--- src/hw/rtl/sld_pkg.sv ---
package sld_pkg;

  localparam int unsigned BYTE_W  = 8;
  localparam int unsigned LEN_W   = 16;
  localparam int unsigned POS_W   = 17;
  localparam int unsigned SUM_W   = 16;
  localparam int unsigned HDR_LEN = 6;
  localparam int unsigned CNT_W   = 3;
  localparam int unsigned CFG_IDX_W  = 2;
  localparam int unsigned CFG_DATA_W = 8;

  // register indexes of the configuration port
  localparam logic [CFG_IDX_W-1:0] REG_SYNC_VALUE   = 2'd0;
  localparam logic [CFG_IDX_W-1:0] REG_TYPE_FIRST   = 2'd1;
  localparam logic [CFG_IDX_W-1:0] REG_TYPE_SECOND  = 2'd2;
  localparam logic [CFG_IDX_W-1:0] REG_CHECK_ENABLE = 2'd3;

  // reset values of the configuration registers
  localparam logic [BYTE_W-1:0] SYNC_RESET   = 8'haa;
  localparam logic [BYTE_W-1:0] TYPE1_RESET  = 8'h61;
  localparam logic [BYTE_W-1:0] TYPE2_RESET  = 8'had;

  typedef enum logic [2:0] {
    ST_HUNT,
    ST_HEAD,
    ST_CHECK,
    ST_RELEASE,
    ST_BODY,
    ST_PASS
  } state_e;

  typedef enum logic [2:0] {
    OP_NONE,
    OP_HUNT_LOAD,
    OP_HEAD_LOAD,
    OP_RESYNC,
    OP_RELEASE_INIT,
    OP_RELEASE_EMIT,
    OP_CAPTURE,
    OP_PASS_EMIT
  } op_e;

  typedef struct packed {
    logic sync_hit;
    logic hdr_last;
    logic hdr_ok;
    logic resync_found;
    logic rel_last;
    logic pos_lt_len;
    logic pos_eq_len;
    logic out_free;
  } status_t;

endpackage

--- src/hw/rtl/sld_if.sv ---
interface sld_in_if;
  import sld_pkg::*;
  logic              valid;
  logic              ready;
  logic [BYTE_W-1:0] rx_byte;

  modport source (output valid, output rx_byte, input ready);
  modport sink   (input valid, input rx_byte, output ready);
endinterface

interface sld_out_if;
  import sld_pkg::*;
  logic              valid;
  logic              ready;
  logic [BYTE_W-1:0] frame_byte;
  logic              frame_first;
  logic              frame_last;
  logic              sum_bad;

  modport source (output valid, output frame_byte, output frame_first,
                  output frame_last, output sum_bad, input ready);
  modport sink   (input valid, input frame_byte, input frame_first,
                  input frame_last, input sum_bad, output ready);
endinterface

--- src/hw/rtl/sld_ctrl.sv ---
module sld_ctrl
  import sld_pkg::*;
(
  input  logic    clk_i,
  input  logic    rst_ni,
  input  logic    rx_valid_i,
  input  status_t status_i,
  output logic    rx_ready_o,
  output op_e     op_o
);

  state_e state_q, state_d;
  logic   accept;

  assign accept = rx_valid_i && rx_ready_o;

  always_ff @(posedge clk_i or negedge rst_ni) begin
    if (!rst_ni) begin
      state_q <= ST_HUNT;
    end else begin
      state_q <= state_d;
    end
  end

  // next state
  always_comb begin
    state_d = state_q;
    unique case (state_q)
      ST_HUNT: begin
        if (accept && status_i.sync_hit) state_d = ST_HEAD;
      end
      ST_HEAD: begin
        if (accept && status_i.hdr_last) state_d = ST_CHECK;
      end
      ST_CHECK: begin
        if (status_i.hdr_ok) state_d = ST_RELEASE;
        else if (status_i.resync_found) state_d = ST_HEAD;
        else state_d = ST_HUNT;
      end
      ST_RELEASE: begin
        if (status_i.out_free && status_i.rel_last) state_d = ST_BODY;
      end
      ST_BODY: begin
        if (accept) state_d = ST_PASS;
      end
      ST_PASS: begin
        if (status_i.out_free) begin
          if (status_i.pos_lt_len || status_i.pos_eq_len) state_d = ST_BODY;
          else state_d = ST_HUNT;
        end
      end
      default: state_d = ST_HUNT;
    endcase
  end

  // outputs
  always_comb begin
    rx_ready_o = 1'b0;
    op_o       = OP_NONE;
    unique case (state_q)
      ST_HUNT: begin
        rx_ready_o = 1'b1;
        if (rx_valid_i && status_i.sync_hit) op_o = OP_HUNT_LOAD;
      end
      ST_HEAD: begin
        rx_ready_o = 1'b1;
        if (rx_valid_i) op_o = OP_HEAD_LOAD;
      end
      ST_CHECK: begin
        op_o = status_i.hdr_ok ? OP_RELEASE_INIT : OP_RESYNC;
      end
      ST_RELEASE: begin
        if (status_i.out_free) op_o = OP_RELEASE_EMIT;
      end
      ST_BODY: begin
        rx_ready_o = 1'b1;
        if (rx_valid_i) op_o = OP_CAPTURE;
      end
      ST_PASS: begin
        if (status_i.out_free) op_o = OP_PASS_EMIT;
      end
      default: begin
        rx_ready_o = 1'b0;
        op_o       = OP_NONE;
      end
    endcase
  end

endmodule

--- src/hw/rtl/sld_datapath.sv ---
module sld_datapath
  import sld_pkg::*;
(
  input  logic                  clk_i,
  input  logic                  rst_ni,
  input  logic                  cfg_we_i,
  input  logic [CFG_IDX_W-1:0]  cfg_index_i,
  input  logic [CFG_DATA_W-1:0] cfg_data_i,
  input  logic [BYTE_W-1:0]     rx_byte_i,
  input  op_e                   op_i,
  output status_t               status_o,
  input  logic                  out_ready_i,
  output logic                  out_valid_o,
  output logic [BYTE_W-1:0]     frame_byte_o,
  output logic                  frame_first_o,
  output logic                  frame_last_o,
  output logic                  sum_bad_o
);

  logic [BYTE_W-1:0] sync_q, type1_q, type2_q;
  logic              chk_en_q;

  logic [BYTE_W-1:0] hdr_q [HDR_LEN];
  logic [BYTE_W-1:0] hdr_d [HDR_LEN];
  logic [CNT_W-1:0]  cnt_q, cnt_d;
  logic [LEN_W-1:0]  len_q, len_d;
  logic [POS_W-1:0]  pos_q, pos_d;
  logic [SUM_W-1:0]  sum_q, sum_d;
  logic [BYTE_W-1:0] trail_hi_q, trail_hi_d;
  logic [BYTE_W-1:0] byte_q, byte_d;

  logic              out_valid_q, out_valid_d;
  logic [BYTE_W-1:0] obyte_q, obyte_d;
  logic              ofirst_q, ofirst_d;
  logic              olast_q, olast_d;
  logic              obad_q, obad_d;

  logic [LEN_W-1:0]  hdr_len;
  logic              found;
  logic [CNT_W-1:0]  shift;
  logic [CNT_W:0]    src;
  logic              out_free;

  // configuration registers
  always_ff @(posedge clk_i or negedge rst_ni) begin
    if (!rst_ni) begin
      sync_q   <= SYNC_RESET;
      type1_q  <= TYPE1_RESET;
      type2_q  <= TYPE2_RESET;
      chk_en_q <= 1'b0;
    end else if (cfg_we_i) begin
      unique case (cfg_index_i)
        REG_SYNC_VALUE:   sync_q   <= cfg_data_i;
        REG_TYPE_FIRST:   type1_q  <= cfg_data_i;
        REG_TYPE_SECOND:  type2_q  <= cfg_data_i;
        REG_CHECK_ENABLE: chk_en_q <= cfg_data_i[0];
        default:          ;
      endcase
    end
  end

  assign hdr_len  = {hdr_q[1], hdr_q[2]};
  assign out_free = !out_valid_q || out_ready_i;

  // lowest later header offset holding the sync byte
  always_comb begin
    found = 1'b0;
    shift = '0;
    for (int k = HDR_LEN - 1; k >= 1; k--) begin
      if (hdr_q[k] == sync_q) begin
        found = 1'b1;
        shift = CNT_W'(k);
      end
    end
  end

  always_comb begin
    status_o.sync_hit     = (rx_byte_i == sync_q);
    status_o.hdr_last     = (cnt_q == CNT_W'(HDR_LEN - 1));
    status_o.hdr_ok       = (hdr_q[4] == type1_q) && (hdr_q[5] == type2_q) &&
                            (hdr_len >= LEN_W'(HDR_LEN));
    status_o.resync_found = found;
    status_o.rel_last     = (cnt_q == CNT_W'(HDR_LEN - 1));
    status_o.pos_lt_len   = (pos_q < {1'b0, len_q});
    status_o.pos_eq_len   = (pos_q == {1'b0, len_q});
    status_o.out_free     = out_free;
  end

  always_comb begin
    hdr_d       = hdr_q;
    cnt_d       = cnt_q;
    len_d       = len_q;
    pos_d       = pos_q;
    sum_d       = sum_q;
    trail_hi_d  = trail_hi_q;
    byte_d      = byte_q;
    out_valid_d = out_valid_q && !out_ready_i;
    obyte_d     = obyte_q;
    ofirst_d    = ofirst_q;
    olast_d     = olast_q;
    obad_d      = obad_q;
    src         = '0;
    unique case (op_i)
      OP_NONE: ;
      OP_HUNT_LOAD: begin
        hdr_d[0] = rx_byte_i;
        cnt_d    = CNT_W'(1);
      end
      OP_HEAD_LOAD: begin
        if (cnt_q < CNT_W'(HDR_LEN)) hdr_d[cnt_q] = rx_byte_i;
        cnt_d = cnt_q + CNT_W'(1);
      end
      OP_RESYNC: begin
        // move the new header start down to offset zero
        for (int j = 0; j < HDR_LEN; j++) begin
          src = (CNT_W+1)'(j) + {1'b0, shift};
          if (src < (CNT_W+1)'(HDR_LEN)) hdr_d[j] = hdr_q[src[CNT_W-1:0]];
        end
        cnt_d = found ? (CNT_W'(HDR_LEN) - shift) : '0;
      end
      OP_RELEASE_INIT: begin
        len_d = hdr_len;
        sum_d = '0;
        cnt_d = '0;
      end
      OP_RELEASE_EMIT: begin
        out_valid_d = 1'b1;
        obyte_d     = hdr_q[cnt_q];
        ofirst_d    = (cnt_q == '0);
        olast_d     = 1'b0;
        obad_d      = 1'b0;
        sum_d       = sum_q + {{(SUM_W-BYTE_W){1'b0}}, hdr_q[cnt_q]};
        if (cnt_q == CNT_W'(HDR_LEN - 1)) begin
          cnt_d = '0;
          pos_d = POS_W'(HDR_LEN);
        end else begin
          cnt_d = cnt_q + CNT_W'(1);
        end
      end
      OP_CAPTURE: begin
        byte_d = rx_byte_i;
      end
      OP_PASS_EMIT: begin
        out_valid_d = 1'b1;
        obyte_d     = byte_q;
        ofirst_d    = 1'b0;
        olast_d     = 1'b0;
        obad_d      = 1'b0;
        if (pos_q < {1'b0, len_q}) begin
          sum_d = sum_q + {{(SUM_W-BYTE_W){1'b0}}, byte_q};
          pos_d = pos_q + POS_W'(1);
        end else if (pos_q == {1'b0, len_q}) begin
          trail_hi_d = byte_q;
          pos_d      = pos_q + POS_W'(1);
        end else begin
          olast_d = 1'b1;
          obad_d  = chk_en_q && ({trail_hi_q, byte_q} != sum_q);
          pos_d   = '0;
        end
      end
      default: ;
    endcase
  end

  // header store, payload holding and output data registers
  always_ff @(posedge clk_i) begin
    hdr_q    <= hdr_d;
    byte_q   <= byte_d;
    obyte_q  <= obyte_d;
    ofirst_q <= ofirst_d;
    olast_q  <= olast_d;
    obad_q   <= obad_d;
  end

  always_ff @(posedge clk_i or negedge rst_ni) begin
    if (!rst_ni) begin
      cnt_q       <= '0;
      len_q       <= '0;
      pos_q       <= '0;
      sum_q       <= '0;
      trail_hi_q  <= '0;
      out_valid_q <= 1'b0;
    end else begin
      cnt_q       <= cnt_d;
      len_q       <= len_d;
      pos_q       <= pos_d;
      sum_q       <= sum_d;
      trail_hi_q  <= trail_hi_d;
      out_valid_q <= out_valid_d;
    end
  end

  assign out_valid_o   = out_valid_q;
  assign frame_byte_o  = obyte_q;
  assign frame_first_o = ofirst_q;
  assign frame_last_o  = olast_q;
  assign sum_bad_o     = obad_q;

endmodule

--- src/hw/rtl/sync_length_sum_deframer_unit.sv ---
// sync, length and checksum deframer
// rx_i carries one received serial byte per item; frame_o carries the bytes
// of each accepted frame in order, with frame_first on the sync byte,
// frame_last on the final trailer byte and sum_bad beside it when the
// checksum compare is enabled and the 16-bit sum disagrees with the trailer
// bytes outside a frame, and headers that fail the type or length check,
// give no item; a failed header resynchronises on the next sync byte it holds
// the configuration port writes sync value, two type bytes and check enable;
// write it only while the block is idle
// timing: while hunting or collecting the header, one byte is taken per
// cycle; the sixth header byte is followed by a check state and then a
// release state that outputs the six header bytes as the output register
// frees; each body byte is captured into the capture register and is then
// moved into the output register once that register is free
// the output register holds a finished item while the receiver stalls; one
// more body byte can still be accepted into the capture register meanwhile
// reset clears the state machine, counters, sum and output valid, and loads
// the register reset values; the header store needs no clearing
module sync_length_sum_deframer_unit
  import sld_pkg::*;
(
  input  logic                  clk_i,
  input  logic                  rst_ni,
  input  logic                  cfg_we_i,
  input  logic [CFG_IDX_W-1:0]  cfg_index_i,
  input  logic [CFG_DATA_W-1:0] cfg_data_i,
  sld_in_if.sink                rx_i,
  sld_out_if.source             frame_o
);

  // commands and status between sequencer and datapath
  op_e     op;
  status_t status;

  sld_ctrl u_ctrl (
    .clk_i      (clk_i),
    .rst_ni     (rst_ni),
    .rx_valid_i (rx_i.valid),
    .status_i   (status),
    .rx_ready_o (rx_i.ready),
    .op_o       (op)
  );

  sld_datapath u_datapath (
    .clk_i         (clk_i),
    .rst_ni        (rst_ni),
    .cfg_we_i      (cfg_we_i),
    .cfg_index_i   (cfg_index_i),
    .cfg_data_i    (cfg_data_i),
    .rx_byte_i     (rx_i.rx_byte),
    .op_i          (op),
    .status_o      (status),
    .out_ready_i   (frame_o.ready),
    .out_valid_o   (frame_o.valid),
    .frame_byte_o  (frame_o.frame_byte),
    .frame_first_o (frame_o.frame_first),
    .frame_last_o  (frame_o.frame_last),
    .sum_bad_o     (frame_o.sum_bad)
  );

endmodule
--- src/flat_wrapper.sv ---
// flat-port wrapper written by rule: the top's interface ports become plain ports
module sync_length_sum_deframer_unit_flat import sld_pkg::*;
  (clk_i, rst_ni, cfg_we_i, cfg_index_i, cfg_data_i, rx_i_valid, rx_i_rx_byte, rx_i_ready, frame_o_valid, frame_o_frame_byte, frame_o_frame_first, frame_o_frame_last, frame_o_sum_bad, frame_o_ready);
  sld_in_if rx_i_i ();
  sld_out_if frame_o_i ();
  input  logic clk_i;
  input  logic rst_ni;
  input  logic cfg_we_i;
  input  logic [CFG_IDX_W-1:0] cfg_index_i;
  input  logic [CFG_DATA_W-1:0] cfg_data_i;
  input wire logic [$bits(rx_i_i.valid)-1:0] rx_i_valid;
  input wire logic [$bits(rx_i_i.rx_byte)-1:0] rx_i_rx_byte;
  output wire logic [$bits(rx_i_i.ready)-1:0] rx_i_ready;
  output wire logic [$bits(frame_o_i.valid)-1:0] frame_o_valid;
  output wire logic [$bits(frame_o_i.frame_byte)-1:0] frame_o_frame_byte;
  output wire logic [$bits(frame_o_i.frame_first)-1:0] frame_o_frame_first;
  output wire logic [$bits(frame_o_i.frame_last)-1:0] frame_o_frame_last;
  output wire logic [$bits(frame_o_i.sum_bad)-1:0] frame_o_sum_bad;
  input wire logic [$bits(frame_o_i.ready)-1:0] frame_o_ready;
  assign rx_i_i.valid = rx_i_valid;
  assign rx_i_i.rx_byte = rx_i_rx_byte;
  assign rx_i_ready = rx_i_i.ready;
  assign frame_o_valid = frame_o_i.valid;
  assign frame_o_frame_byte = frame_o_i.frame_byte;
  assign frame_o_frame_first = frame_o_i.frame_first;
  assign frame_o_frame_last = frame_o_i.frame_last;
  assign frame_o_sum_bad = frame_o_i.sum_bad;
  assign frame_o_i.ready = frame_o_ready;
  sync_length_sum_deframer_unit u_core (.clk_i(clk_i), .rst_ni(rst_ni), .cfg_we_i(cfg_we_i), .cfg_index_i(cfg_index_i), .cfg_data_i(cfg_data_i), .rx_i(rx_i_i), .frame_o(frame_o_i));
endmodule
--- config.mk ---
export PLATFORM = sky130hd
export DESIGN_NAME = sync_length_sum_deframer_unit_flat
export DESIGN_NICKNAME = d
export VERILOG_FILES = /design/src/hw/rtl/sld_pkg.sv /design/src/hw/rtl/sld_if.sv /design/src/hw/rtl/sld_ctrl.sv /design/src/hw/rtl/sld_datapath.sv /design/src/hw/rtl/sync_length_sum_deframer_unit.sv /design/src/flat_wrapper.sv
export SDC_FILE = /design/constraint.sdc
export NUM_CORES = 1
export LEC_CHECK = 0
export BUFFER_PORTS_ARGS = -buffer_cell sky130_fd_sc_hd__clkbuf_2
export CORE_MARGIN = 2
export CORE_UTILIZATION = 63
export DETAILED_ROUTE_END_ITERATION = 6
export HOLD_SLACK_MARGIN = 0.06
export PLACE_DENSITY_LB_ADDON = 0.08
export SLEW_MARGIN = 20
export SYNTH_ARGS = -nofsm -noshare
export SYNTH_HDL_FRONTEND = slang
export SYNTH_SLANG_ARGS = --single-unit
--- constraint.sdc ---
create_clock -name clk_i -period 6.8 [get_ports clk_i]
set_clock_uncertainty 0.05 [all_clocks]
set_input_delay 1.36 -clock clk_i [delete_from_list [all_inputs] [get_ports clk_i]]
set_output_delay 1.36 -clock clk_i [all_outputs]
set_load 0.1 [all_outputs]
Yosys cells after proc, flatten, opt, wreduce, memory -nomap -nowiden
Index checks and enable logic that the tools add are counted.
{"block": "word_totals", "ff_bits": 156, "inputBits": 23, "out_inout_bits": 13, "wordCells": 213}
{"block": "classes", "add_sub_neg": 10, "magnitude_cmp": 17, "n_eq_ne": 40, "mux": 78, "bitwise": 8, "reduce_logical": 38}
{"op": "8-bit binary-select mux with 3-bit select", "n": 7}
{"op": "8-bit 2-to-1 mux", "n": 21}
{"op": "40-bit one-hot mux with 2 select lines", "n": 1}
{"op": "8-bit == test", "n": 8}
{"op": "17-bit 2-to-1 mux", "n": 3}
{"op": "3-bit 2-to-1 mux", "n": 17}
{"op": "48-bit bitwise mux", "n": 1}
{"op": "48-bit 2-to-1 mux", "n": 1}
{"op": "16-bit one-hot mux with 3 select lines", "n": 1}
{"op": "3-bit one-hot mux with 6 select lines", "n": 2}
{"op": "17-bit one-hot mux with 2 select lines", "n": 1}
{"op": "16-bit by 8-bit adder with 16-bit output", "n": 2}
{"op": "4-bit greater-or-equal comparator, second input constant", "n": 7}
{"op": "3-bit NOT with 4-bit output", "n": 7}
{"op": "8-bit demux with 3-bit select", "n": 1}
{"op": "2-bit != test, second input constant", "n": 12}
{"op": "8-bit one-hot mux with 3 select lines", "n": 1}
{"op": "3-bit == test, second input constant", "n": 7}
{"op": "3-bit AND reduction", "n": 7}
{"op": "4-bit by 3-bit < comparator with 1-bit output, second input constant", "n": 5}
{"op": "17-bit by 1-bit adder with 17-bit output, second input constant", "n": 1}
{"op": "17-bit by 16-bit == test with 1-bit output", "n": 1}
{"op": "17-bit by 16-bit < comparator with 1-bit output", "n": 1}
{"op": "16-bit by 3-bit greater-or-equal comparator with 1-bit output, second input constant", "n": 1}
{"op": "other kinds (32)", "n": 75}

Longest topological paths before layout
Gate-level depths: netlist of run 1.
{"block": "logic_depth", "depth_word": 13, "depth_mapped": 17, "ltp_nobuf": 16}

Cells and area by module
From an unflattened synthesis of run 1, not the netlist that was laid out.
{"block": "hier_totals", "cells_unflattened": 1059, "area_unflattened_um2": 10739.0}
{"mod": "sld_datapath", "n_inst": 1, "cells_per_inst": 1014, "area_per_inst_um2": 10342.4, "seq_area_each_um2": 4179.0}
{"mod": "sld_ctrl", "n_inst": 1, "cells_per_inst": 45, "area_per_inst_um2": 396.6, "seq_area_each_um2": 75.1}

Worst setup path before layout of run 1
Ideal clock, no wire load.
{"block": "synth_timing", "kind": "in2reg", "from": "input frame_o_ready", "to": "register u_core.u_datapath.sum_q[10]", "setup_ns": 0.078, "arrival_time_ns": 4.165, "required_time_ns": 6.672, "setup_slack_ns": 2.507, "stages": 14, "n_path_buf": 1, "path_cell_list": "nor2b_1 > nor3_1 > clkbuf_1 > nand2_1 > o21ai_0 > ha_1 > inv_1 > fa_1 > o21ai_0 > a31o_2 > a21o_1 > a21oi_1 > or4_1 > a21oi_1"}
{"block": "synth_between", "elab_chain_len": 6, "word_cells_on_any_way": 11, "classes_between": "eq/ne (4); mux (4); reduce/logical (3)"}
{"element": "from (decl)", "line_no": "flat_wrapper.sv:19", "rtl": "input wire logic [$bits(frame_o_i.ready)-1:0] frame_o_ready;"}
{"element": "1-bit logical OR *", "line_no": "sld_datapath.sv:63", "rtl": "assign out_free = !out_valid_q || out_ready_i;"}
{"element": "3-bit 2-to-1 mux, on equally long branches", "line_no": "sld_ctrl.sv:80, sld_ctrl.sv:73"}
{"element": "3-bit one-hot mux with 6 select lines *", "line_no": "sld_ctrl.sv:60", "rtl": "unique case (state_q)"}
{"element": "3-bit == test", "line_no": "sld_datapath.sv:103", "rtl": "unique case (op_i)"}
{"element": "2-bit by 1-bit != test with 1-bit output (no line) / 3-bit nonzero test (equally long branches)"}
{"element": "2-bit AND reduction (no line)"}
{"element": "to (signal assigned)", "line_no": "sld_datapath.sv:187", "rtl": "sum_q <= sum_d;"}
{"element": "to (decl)", "line_no": "sld_datapath.sv:28", "rtl": "logic [SUM_W-1:0] sum_q, sum_d;"}
Every way passes the cells marked *; elsewhere a longest branch is shown, timed or not.
A chain may end at the register's enable or synchronous reset.

Worst setup path after layout of run 1
{"block": "layout_timing", "from": "register u_core.u_datapath.cnt_q[1]", "to": "register u_core.u_datapath.sum_q[10]"}
{"block": "layout_between", "elab_chain_len": 6}
{"element": "from (decl)", "line_no": "sld_datapath.sv:25", "rtl": "logic [CNT_W-1:0] cnt_q, cnt_d;"}
{"element": "from (signal assigned)", "line_no": "sld_datapath.sv:184", "rtl": "cnt_q <= cnt_d;"}
{"element": "3-bit NOT with 4-bit output (not written as such)", "line_no": "sld_datapath.sv:132", "rtl": "sum_d = sum_q + {{(SUM_W-BYTE_W){1'b0}}, hdr_q[cnt_q]};"}
{"element": "8-bit binary-select mux with 3-bit select", "line_no": "sld_datapath.sv:132"}
{"element": "8-bit 2-to-1 mux (not written as such) (2 in a row)", "line_no": "sld_datapath.sv:132"}
{"element": "16-bit by 8-bit adder with 16-bit output", "line_no": "sld_datapath.sv:132"}
{"element": "16-bit one-hot mux with 3 select lines", "line_no": "sld_datapath.sv:103"}
Every way passes these cells. The select of a mux whose other input is x is not followed.

==> impl_metrics.tcl, run 1 <==
set metrics [dict create \
    diodes 0 \
    worstSetupPathType "flip-flop to flip-flop" \
    routed_wl_um 33400 \
    cts_tree "yes" \
    max_slew_margin_pct 23.4 \
    min_period_ns 4.58 \
    cts_resized 0 \
    synth_edf_count 67 \
    hold_buffers 0 \
    ys_async_sr_fraction_pct 57.1 \
    worst_pin_slew_ns 1.14 \
    slowest_stage "dfrtp_1" \
    syn_to_final_growth_pct 6.66 \
    drcViolationCount 2 \
    start_util_pct 63.7 \
    cp_data_arrival_time_ns 4.89 \
    synth_area_leaders "edfxtp_1, dfrtp_1, xor2_1" \
    whs_ns 0.460 \
    min_path_type "flip-flop to flip-flop" \
    clock-sinks 156 \
    path_common_cell "a21oi_1" \
    synth.net_count 1093 \
    ys_seq_area_share_pct 39.0 \
    maxCapViolCount 0 \
    vdd_ir_drop_max_mv 0.323 \
    dp_hpwl_um 22800 \
    core_mm2 0.0171 \
    track_usage_pct 37.4 \
    cts_buffers 17 \
    die_h_um 136 \
    yosys_warnings 0 \
    syn_area_mm2 0.0109 \
    clk_pin_slew_ns 0.07 \
    synth_ff_type "dfrtp_1" \
    post-route-period-util_pct 67.4 \
    clock-root-buffer "clkbuf_16" \
    rsz0062_at_grt "false" \
    worstSkewPairLatency_ns 0.44 \
    dp_slack_ns 2.23 \
    worstPathMaxFanout 19 \
    setup_viol_count_final 0 \
    hold_violations 0 \
    final_util_pct 67.9 \
    drtAntennaViolNets 0 \
    io_buffers 35 \
    antenna_found_initial 0 \
    post_cts_buffers 0 \
    yosysTopAreaCellShare_pct 18.5 \
    ys_seq_elements 156 \
    vias 8992 \
    nets 1080 \
    via_per_inst 7.15 \
    syn_inst 1032 \
    io_pins 36 \
    grt_pass1_vias 8578 \
    slew_violations 0 \
    avgSynthCellArea_um2 10.6 \
    rows 48 \
    place_area_mm2 0.0110 \
    synth_top_area_cell "edfxtp_1" \
    path_buf_inv 2 \
    place.gp.congestion 1.08 \
    yosysUniqueCellTypes 87 \
    grt_first_pass_wirelength_um 51100 \
    critPathRequiredTime_ns 7.11 \
    drive_above_1_share_pct 18.1 \
    drt-initial-drc-count 1111 \
    p_leak_nw 4.68 \
    cp_top_family "compound AO/OA/AOI/OAI gates" \
    critPathMaxStageDelay_ns 0.85 \
    dp.cells 1225 \
    layout_setup_ws_ns 2.22 \
    dieArea_mm2 0.0184 \
    die_x_um 136 \
    htreeDepth 4 \
    fmax_mhz 218 \
    fin_cells 1257 \
    fin_tns_setup_ns 0 \
    total_power_mw 4.43 \
    worst_setup_path_start_kind "flip-flop" \
    cts_buffer_depth 2 \
    grt_max_degree 54 \
    cp_cell_sequence "inv_1 -> nand2_1 -> nor2_1 -> a21oi_1 -> nor2_1 -> a221o_1 -> o21ai_0 -> ha_1 -> inv_1 -> fa_1 -> o21ai_0 -> a31o_2 -> a21o_1 -> a21oi_1 -> or4_1 -> a21oi_1" \
    failed_checks "DRC" \
    fin_area_mm2 0.0116 \
    wl_per_cell_um 26.6 \
    powerDensity_mw_per_mm2 381 \
    outcome "finished with violations" \
    grt.overflow.total 0 \
    dr.pass1.iters 7 \
    end_kind "flip-flop" \
]
==> cell usage after synthesis, types with 9 or more instances <==
master,instances
a211o_1,10
a211oi_1,10
a21o_1,11
a21oi_1,29
a221o_1,48
a22o_1,10
and2_1,13
and3_1,16
buf_1,12
buf_2,15
buf_6,10
clkbuf_1,31
dfrtp_1,77
dfstp_2,12
edfxtp_1,67
ha_1,37
inv_1,37
mux2_2,41
mux2i_1,23
mux4_2,18
nand2_1,74
nand3_1,17
nand4_1,13
nor2_1,56
nor3_1,35
nor4_1,15
o21ai_0,35
o22ai_1,16
o2bb2ai_1,9
o31ai_1,11
xnor2_1,18
xor2_1,69
==> state kept, by name, summed over array words and instances, names as in the netlist <==
register / flops
u_core.u_datapath.hdr_q: 32
u_core.u_datapath.pos_q: 17
u_core.u_datapath.hdr_len: 16
u_core.u_datapath.len_q: 16
u_core.u_datapath.sum_q: 16
u_core.u_datapath.byte_q: 8
u_core.u_datapath.frame_byte_o: 8
u_core.u_datapath.sync_q: 8
u_core.u_datapath.trail_hi_q: 8
u_core.u_datapath.type1_q: 8
u_core.u_datapath.type2_q: 8
u_core.u_ctrl.state_q: 3
u_core.u_datapath.cnt_q: 3
u_core.u_datapath.chk_en_q: 1
u_core.u_datapath.frame_first_o: 1
u_core.u_datapath.frame_last_o: 1
u_core.u_datapath.out_valid_o: 1
u_core.u_datapath.sum_bad_o: 1
==> final cells by class <==
type / instances / area [um2]
flip-flops and latches: 156 / 4250
clock buffers: 18 / 429
clock inverters: 14 / 158
repair buffers: 44 / 245
multi-input cells: 762 / 6110
inverters: 38 / 143
well taps: 225 / 282
fillers: 1315 / 5490
==> kinds of logic after synthesis <==
family                     after synthesis  synth area share [%]
xor gates and xnor gates                91                  7.90
DFF                                    156                  39.0
and+or+nand+nor                        289                  14.1
AOI/OAI and AO/OA                      256                  18.9
muxes                                   88                  10.7
buffers and inverters                  114                  5.02
adders and majority gates               38                  4.43
==> path summary, 6_finish.rpt <==
check / depth (start not counted) / slack (ns) / start / to
worst min register to register: 2 / 0.46 / u_core.u_datapath.pos_q[16]$_DFFE_PN0P_ / u_core.u_datapath.pos_q[16]$_DFFE_PN0P_
worst min-delay path: 2 / 0.46 / u_core.u_datapath.pos_q[16]$_DFFE_PN0P_ / u_core.u_datapath.pos_q[16]$_DFFE_PN0P_
worst max register to register: 16 / 2.22 / u_core.u_datapath.cnt_q[1]$_DFFE_PN0P_ / u_core.u_datapath.sum_q[10]$_DFFE_PN0P_
min in group asynchronous: 1 / 0.82 / rst_ni / u_core.u_datapath.sum_q[10]$_DFFE_PN0P_
max in group asynchronous: 2 / 4.83 / rst_ni / u_core.u_datapath.len_q[1]$_DFFE_PN0P_
worst max-delay path: 16 / 2.22 / u_core.u_datapath.cnt_q[1]$_DFFE_PN0P_ / u_core.u_datapath.sum_q[10]$_DFFE_PN0P_
==> tightest hold or removal path, cell delays in order, from the launching register on <==
cell     delay (ns)
dfrtp_1        0.36
nand2_1        0.05
nand2_1        0.06
==> cell usage in the layout, fill, tap and decap left out, types with 5 or more instances in the layout <==
cell        n
dfstp_2    12
nor2b_1     7
a22o_1     10
o32a_1      8
a32oi_1     8
nand2_1    74
a211oi_1   10
xor2_1     69
a221o_1    48
mux2_1      6
nand3_1    17
a211o_1    10
edfxtp_1   67
and2_1     13
nor2_1     56
o22ai_1    16
clkbuf_2   34
buf_4      10
nand4_1    13
mux2_2     41
nor4_1     15
o2bb2ai_1   9
dfrtp_1    77
xnor2_1    18
o221ai_1    8
nor3_1     33
o31ai_1    11
o41ai_1     7
o21ai_0    35
and3_1     16
ha_1       37
mux4_2     18
inv_1      37
a21oi_1    29
nor4_2      5
or2_2       6
mux2i_1    23
a21o_1     11
nand2b_1    6
clkbuf_16  17
==> power breakdown <==
part / switching (mW) / internal [mW]
clock network: 0.418 / 0.549
logic: 1.15 / 0.684
registers: 0.385 / 1.25
==> routing by layer <==
layer  share of wire (%)  vias up  global-route usage, %
met2                  43      620                   55.2
met5                   0        -                      0
met4                 5.8        0                   17.2
met1                  39     4310                   51.4
met3                  12      138                   10.5
li1                    -     3924                      -
Power figures use the tool's default switching activity.
==> inputs of run 2 (changes only) <==
--- a/config.mk
+++ b/config.mk
@@ -7,7 +7,7 @@
 export LEC_CHECK = 0
 export BUFFER_PORTS_ARGS = -buffer_cell sky130_fd_sc_hd__clkbuf_2
 export CORE_MARGIN = 2
-export CORE_UTILIZATION = 63
+export CORE_UTILIZATION = 57
 export DETAILED_ROUTE_END_ITERATION = 6
 export HOLD_SLACK_MARGIN = 0.06
 export PLACE_DENSITY_LB_ADDON = 0.08
==> constraint.sdc (replaced) <==
create_clock -name clk_i -period 4 [get_ports clk_i]
set_clock_uncertainty 0.05 [all_clocks]
set_input_delay 0.8 -clock clk_i [delete_from_list [all_inputs] [get_ports clk_i]]
set_output_delay 0.8 -clock clk_i [all_outputs]
set_load 0.1 [all_outputs]
==> run 2 against run 1 <==
The flow now finishes without violations; first-iteration DRC count decreased by 12%; sequential share of layout area shrank 1.6 points; design area grew 4.7%; via count is 3.2% higher; clock power rose by 68%; largest cell class unchanged; global-route usage fell by 0.33 points; clock-buffer cell count fell by 1; power is 77% higher; register-to-register slack got worse by 2.0 ns; wire length increased by 8.8%.
==> impl_metrics.tcl, run 2 (synthesized netlist as in run 1, its figures left out) <==
set metrics [dict create \
    largest_register_ffs 32 \
    drt-initial-drc-count 973 \
    whs_ns 0.346 \
    htreeDepth 4 \
    max_slew_margin_pct 38.9 \
    place_area_mm2 0.0116 \
    final_util_pct 65.1 \
    hold_violations 0 \
    drive_above_1_share_pct 23.3 \
    dr.pass1.iters 6 \
    nets 1149 \
    core_mm2 0.0187 \
    fin_cells 1335 \
    antenna_found_initial 0 \
    regMostFlops "u_core.u_datapath.hdr_q" \
    p_leak_nw 5.02 \
    drcViolationCount 0 \
    rsz0062_at_grt "false" \
    min_period_ns 3.77 \
    cts_buffers 17 \
    grt_pass1_vias 8897 \
    diodes 0 \
    mostFrequentLayoutCells "buf_4, dfrtp_1, nand2_1" \
    clock-sinks 156 \
    use_met1_pct 50.4 \
    end_kind "flip-flop" \
    clock-root-buffer "clkbuf_16" \
    setup_viol_count_final 0 \
    worst_setup_path_start_kind "flip-flop" \
    cts_tree "yes" \
    gr-usage-met3_pct 10.3 \
    vdd_ir_drop_max_mv 0.437 \
    outcome "completed" \
    grt_first_pass_wirelength_um 55300 \
    worstSkewPairLatency_ns 0.43 \
    slowest_stage "o21a_1" \
    grt_util_met2_pct 53.4 \
    grt_busiest_layer "met2" \
    die_x_um 142 \
    cts_buffer_depth 2 \
    biggestRegsByFlops "u_core.u_datapath.hdr_q (32), u_core.u_datapath.pos_q (17)" \
    routed_wl_um 36400 \
    maxCapViolCount 0 \
    dp_hpwl_um 25500 \
    hold_buffers 0 \
    dp.cells 1303 \
    critPathRequiredTime_ns 4.25 \
    via_per_inst 6.95 \
    wl_per_cell_um 27.2 \
    worst_pin_slew_ns 0.911 \
    post_cts_buffers 0 \
    worstSetupPathType "flip-flop to flip-flop" \
    cp_cell_sequence "buf_4 -> a211oi_1 -> nand4_1 -> nand3_1 -> o21a_1 -> nand2_1 -> nor2_1 -> a221o_1" \
    start_util_pct 58.3 \
    grt.overflow.total 0 \
    cts_resized 0 \
    clk_pin_slew_ns 0.08 \
    fin_tns_setup_ns 0 \
    post-route-period-util_pct 94.3 \
    rows 50 \
    track_usage_pct 37.1 \
    place.gp.congestion 1.09 \
    dieArea_mm2 0.0202 \
    syn_to_final_growth_pct 11.7 \
    vias 9281 \
    slew_violations 0 \
    grt_max_degree 78 \
    critPathMaxStageDelay_ns 0.72 \
    powerDensity_mw_per_mm2 644 \
    io_buffers 35 \
    worstPathMaxFanout 17 \
    fmax_mhz 265 \
    io_pins 36 \
    drtAntennaViolNets 0 \
    fin_area_mm2 0.0122 \
    min_path_type "primary input to asynchronous set/reset pin" \
    regToRegSetupSlack_ns 0.23 \
    die_h_um 142 \
    cp_data_arrival_time_ns 4.02 \
]
[run 2: cell type report]
cell class                      count  area, um2
Inverter                           38        143
Tap cell                          234        293
Timing Repair Buffer              113        779
Sequential cell                   156       4250
Multi-Input combinational cell    762       6110
Clock buffer                       17        425
Fill cell                        1511       6530
Clock inverter                     15        164
[run 2: critical path: cells and delay by family, from the launching register on]
kind	cells	cell delay (ns)
DFF	1	0.50
buffers and inverters	1	0.23
and+or+nand+nor	4	1.56
AOI/OAI and AO/OA	3	1.26
[run 2: path summary, 6_finish.rpt]
check | end | cells after the start | startpoint
worst max register to register | u_core.u_datapath.hdr_q[10]$_DFFE_PP_ | 8 | u_core.u_datapath.hdr_len[15]$_DFFE_PP_
worst min register to register | u_core.u_datapath.pos_q[16]$_DFFE_PN0P_ | 2 | u_core.u_datapath.pos_q[16]$_DFFE_PN0P_
worst max-delay path | u_core.u_datapath.hdr_q[10]$_DFFE_PP_ | 8 | u_core.u_datapath.hdr_len[15]$_DFFE_PP_
max in group asynchronous | u_core.u_datapath.sync_q[3]$_DFFE_PN1P_ | 2 | rst_ni
worst min-delay path | u_core.u_datapath.sum_q[10]$_DFFE_PN0P_ | 1 | rst_ni
min in group clk_i | u_core.u_datapath.pos_q[16]$_DFFE_PN0P_ | 2 | u_core.u_datapath.pos_q[16]$_DFFE_PN0P_
[run 2: stage by stage]
stage	setup slack, ns	power (mW)
2_1_floorplan	0.0756	4.97
3_3_place_gp	0.267	6.08
3_5_place_dp	0.161	6.11
4_1_cts	0.305	7.73
5_1_grt	0.122	8.18
6_report	0.227	7.84
[run 2: report_power, final]
group          internal, mW  switching, mW
logic                  1.38           2.30
registers              2.11          0.431
clock network         0.840          0.780
[run 2: routing by layer]
metal  vias up  part of all wire [%]
li1       4058                     -
met1      4458                    40
met2       606                    42
met3       159                    11
met4         0                   7.0
met5         -                     0
==> inputs of run 3 (changes only) <==
--- a/config.mk
+++ b/config.mk
@@ -11,6 +11,7 @@
 export DETAILED_ROUTE_END_ITERATION = 6
 export HOLD_SLACK_MARGIN = 0.06
 export PLACE_DENSITY_LB_ADDON = 0.08
+export RECOVER_POWER = 100
 export SLEW_MARGIN = 20
 export SYNTH_ARGS = -nofsm -noshare
 export SYNTH_HDL_FRONTEND = slang
==> run 3 against run 2 <==
The run now ends with capacitance limit, slew limit left; global-route usage unchanged; clock power about the same; sequential share of layout area increased by 0.47 points; clock-buffer cell count unchanged; wire length about the same; core utilization decreased by 0.86 points; power decreased by 1.2%; worst setup slack got worse by 0.13 ns; sequential cell count unchanged.
==> impl_metrics.tcl, run 3 (synthesized netlist as in run 1, its figures left out) <==
set metrics [dict create \
    dp_slack_ns 0.161 \
    layout_setup_ws_ns 0.0951 \
    drt-initial-drc-count 984 \
    min_path_type "flip-flop to flip-flop" \
    antenna_found_initial 0 \
    place.gp.congestion 1.09 \
    hp-start "u_core.u_datapath.pos_q[16]$_DFFE_PN0P_" \
    cts_tree "yes" \
    die_x_um 142 \
    max_slew_margin_pct -30.9 \
    track_usage_pct 37.1 \
    routed_wl_um 36300 \
    cp_top_family "simple AND/OR/NAND/NOR gates" \
    p_leak_nw 4.88 \
    core_mm2 0.0187 \
    reg2reg_from "u_core.u_datapath.hdr_len[7]$_DFFE_PP_" \
    regToRegSetupSlack_ns 0.1 \
    vias 9218 \
    largest_register_ffs 32 \
    grt_pass1_vias 8897 \
    final_common_cell "dfrtp_1" \
    slew_violations 78 \
    n_fill_cell 1548 \
    clock-sinks 156 \
    post_cts_buffers 0 \
    grt_first_pass_wirelength_um 55300 \
    clock-root-buffer "clkbuf_16" \
    clk_pin_slew_ns 0.07 \
    die_h_um 142 \
    syn_to_final_growth_pct 10.2 \
    worstSetupPathType "flip-flop to flip-flop" \
    reg2regPathDepth 8 \
    io_buffers 35 \
    cts_resized 0 \
    worstSkewPairLatency_ns 0.43 \
    powerDensity_mw_per_mm2 645 \
    whs_path_depth 2 \
    regMostFlops "u_core.u_datapath.hdr_q" \
    cp_cell_sequence "clkbuf_1 -> nor4_1 -> nand4_1 -> nand3_1 -> o21a_1 -> nand2_1 -> nor2_1 -> a221o_1" \
    crit_cells 8 \
    post-route-period-util_pct 97.6 \
    critPathRequiredTime_ns 4.25 \
    fin_cells 1336 \
    cp_data_arrival_time_ns 4.15 \
    rsz0062_at_grt "false" \
    critPathMaxStageDelay_ns 0.71 \
    grt_max_degree 78 \
    io_pins 36 \
    fin_tns_setup_ns 0 \
    failed_checks "capacitance limit, slew limit" \
    worstPathMaxFanout 17 \
    dp.cells 1303 \
    end_kind "flip-flop" \
    worst_pin_slew_ns 1.96 \
    whs_ns 0.461 \
    via_per_inst 6.90 \
    worst_setup_path_start_kind "flip-flop" \
    drcViolationCount 0 \
    dieArea_mm2 0.0202 \
    outcome "finished with violations" \
    maxCapViolCount 1 \
    drive_above_1_share_pct 19.5 \
    timing.rr.end "u_core.u_datapath.hdr_q[10]$_DFFE_PP_" \
    dr.pass1.iters 5 \
    setup_viol_count_final 0 \
    nets 1149 \
    start_util_pct 58.3 \
    wl_per_cell_um 27.2 \
    cts_buffers 17 \
    hold_violations 0 \
    mostFrequentLayoutCells "dfrtp_1, nand2_1, xor2_1" \
    min_period_ns 3.90 \
    rows 50 \
    biggestRegsByFlops "u_core.u_datapath.hdr_q (32), u_core.u_datapath.pos_q (17)" \
    cts_buffer_depth 2 \
    dp_hpwl_um 25500 \
    slowest_stage "o21a_1" \
    hold_buffers 0 \
    path_buf_inv 1 \
    worstHoldEndpoint "u_core.u_datapath.pos_q[16]$_DFFE_PN0P_" \
    htreeDepth 4 \
    grt.overflow.total 0 \
    drtAntennaViolNets 0 \
    fmax_mhz 256 \
    vdd_ir_drop_max_mv 0.425 \
]
## run 3: cell count changes in the layout (fill, tap and decap cells not counted), sizes merged
cell    previous run  this run
buf               79        61
clkbuf            51        69
diode              0         1
## run 3: layer usage
metal | vias to the layer above | GRT usage (%) | routed length, um
met2 | 539 | 53.4 | 15300
met1 | 4453 | 50.4 | 14900
met5 | - | 0 | 0
met3 | 164 | 10.3 | 3670
met4 | 0 | 20.7 | 2520
li1 | 4062 | - | -
## run 3: layout make-up
type / instances / area, um2 / area share, %
flip-flops and latches: 156 / 4250 / 35.4
repair buffers: 113 / 678 / 5.65
multi-input cells: 762 / 6050 / 50.4
well taps: 234 / 293 / 2.44
clock buffers: 17 / 425 / 3.54
diodes: 1 / 2.50 / 0.0208
inverters: 38 / 143 / 1.19
clock inverters: 15 / 164 / 1.36
## run 3: metrics by stage
step | total power, mW | instance area, um2 | utilization (%)
6_report | 7.74 | 12000 | 64.2
5_1_grt | 8.09 | 12000 | 64.2
4_1_cts | 7.73 | 12200 | 65.0
3_5_place_dp | 6.11 | 11600 | 61.9
3_3_place_gp | 6.08 | 11600 | 61.9
2_1_floorplan | 4.97 | 10900 | -
## run 3: power breakdown
| part | total [mW] | leakage (nW) | switching [mW] | internal, mW |
|---|---|---|---|---|
| combinational | 3.58 | 2.83 | 2.27 | 1.32 |
| clock | 1.62 | 0.289 | 0.785 | 0.840 |
| sequential | 2.54 | 1.76 | 0.422 | 2.12 |
## run 3: worst max-delay path by stage
| stage | from | endpoint | slack (ns) |
|---|---|---|---|
| after CTS | u_core.u_datapath.cnt_q[1]$_DFFE_PN0P_ | u_core.u_datapath.sum_q[10]$_DFFE_PN0P_ | 0.30 |
| after global placement | frame_o_ready | u_core.u_datapath.sum_q[10]$_DFFE_PN0P_ | 0.27 |
| final | u_core.u_datapath.hdr_len[7]$_DFFE_PP_ | u_core.u_datapath.hdr_q[10]$_DFFE_PP_ | 0.1 |
| after floorplan | u_core.u_datapath.out_valid_o$_DFF_PN0_ | u_core.u_datapath.sum_q[10]$_DFFE_PN0P_ | 0.08 |
| after detailed placement | frame_o_ready | u_core.u_datapath.sum_q[10]$_DFFE_PN0P_ | 0.16 |
| after global routing | u_core.u_datapath.hdr_q[13]$_DFFE_PP_ | u_core.u_datapath.hdr_q[16]$_DFFE_PP_ | 0.06 |
## run 3: worst reg2reg max path: stages (launching register included)
cell	delay [ns]
edfxtp_1	0.51
clkbuf_1	0.31
nor4_1	0.31
nand4_1	0.20
nand3_1	0.35
o21a_1	0.72
nand2_1	0.33
nor2_1	0.70
a221o_1	0.29
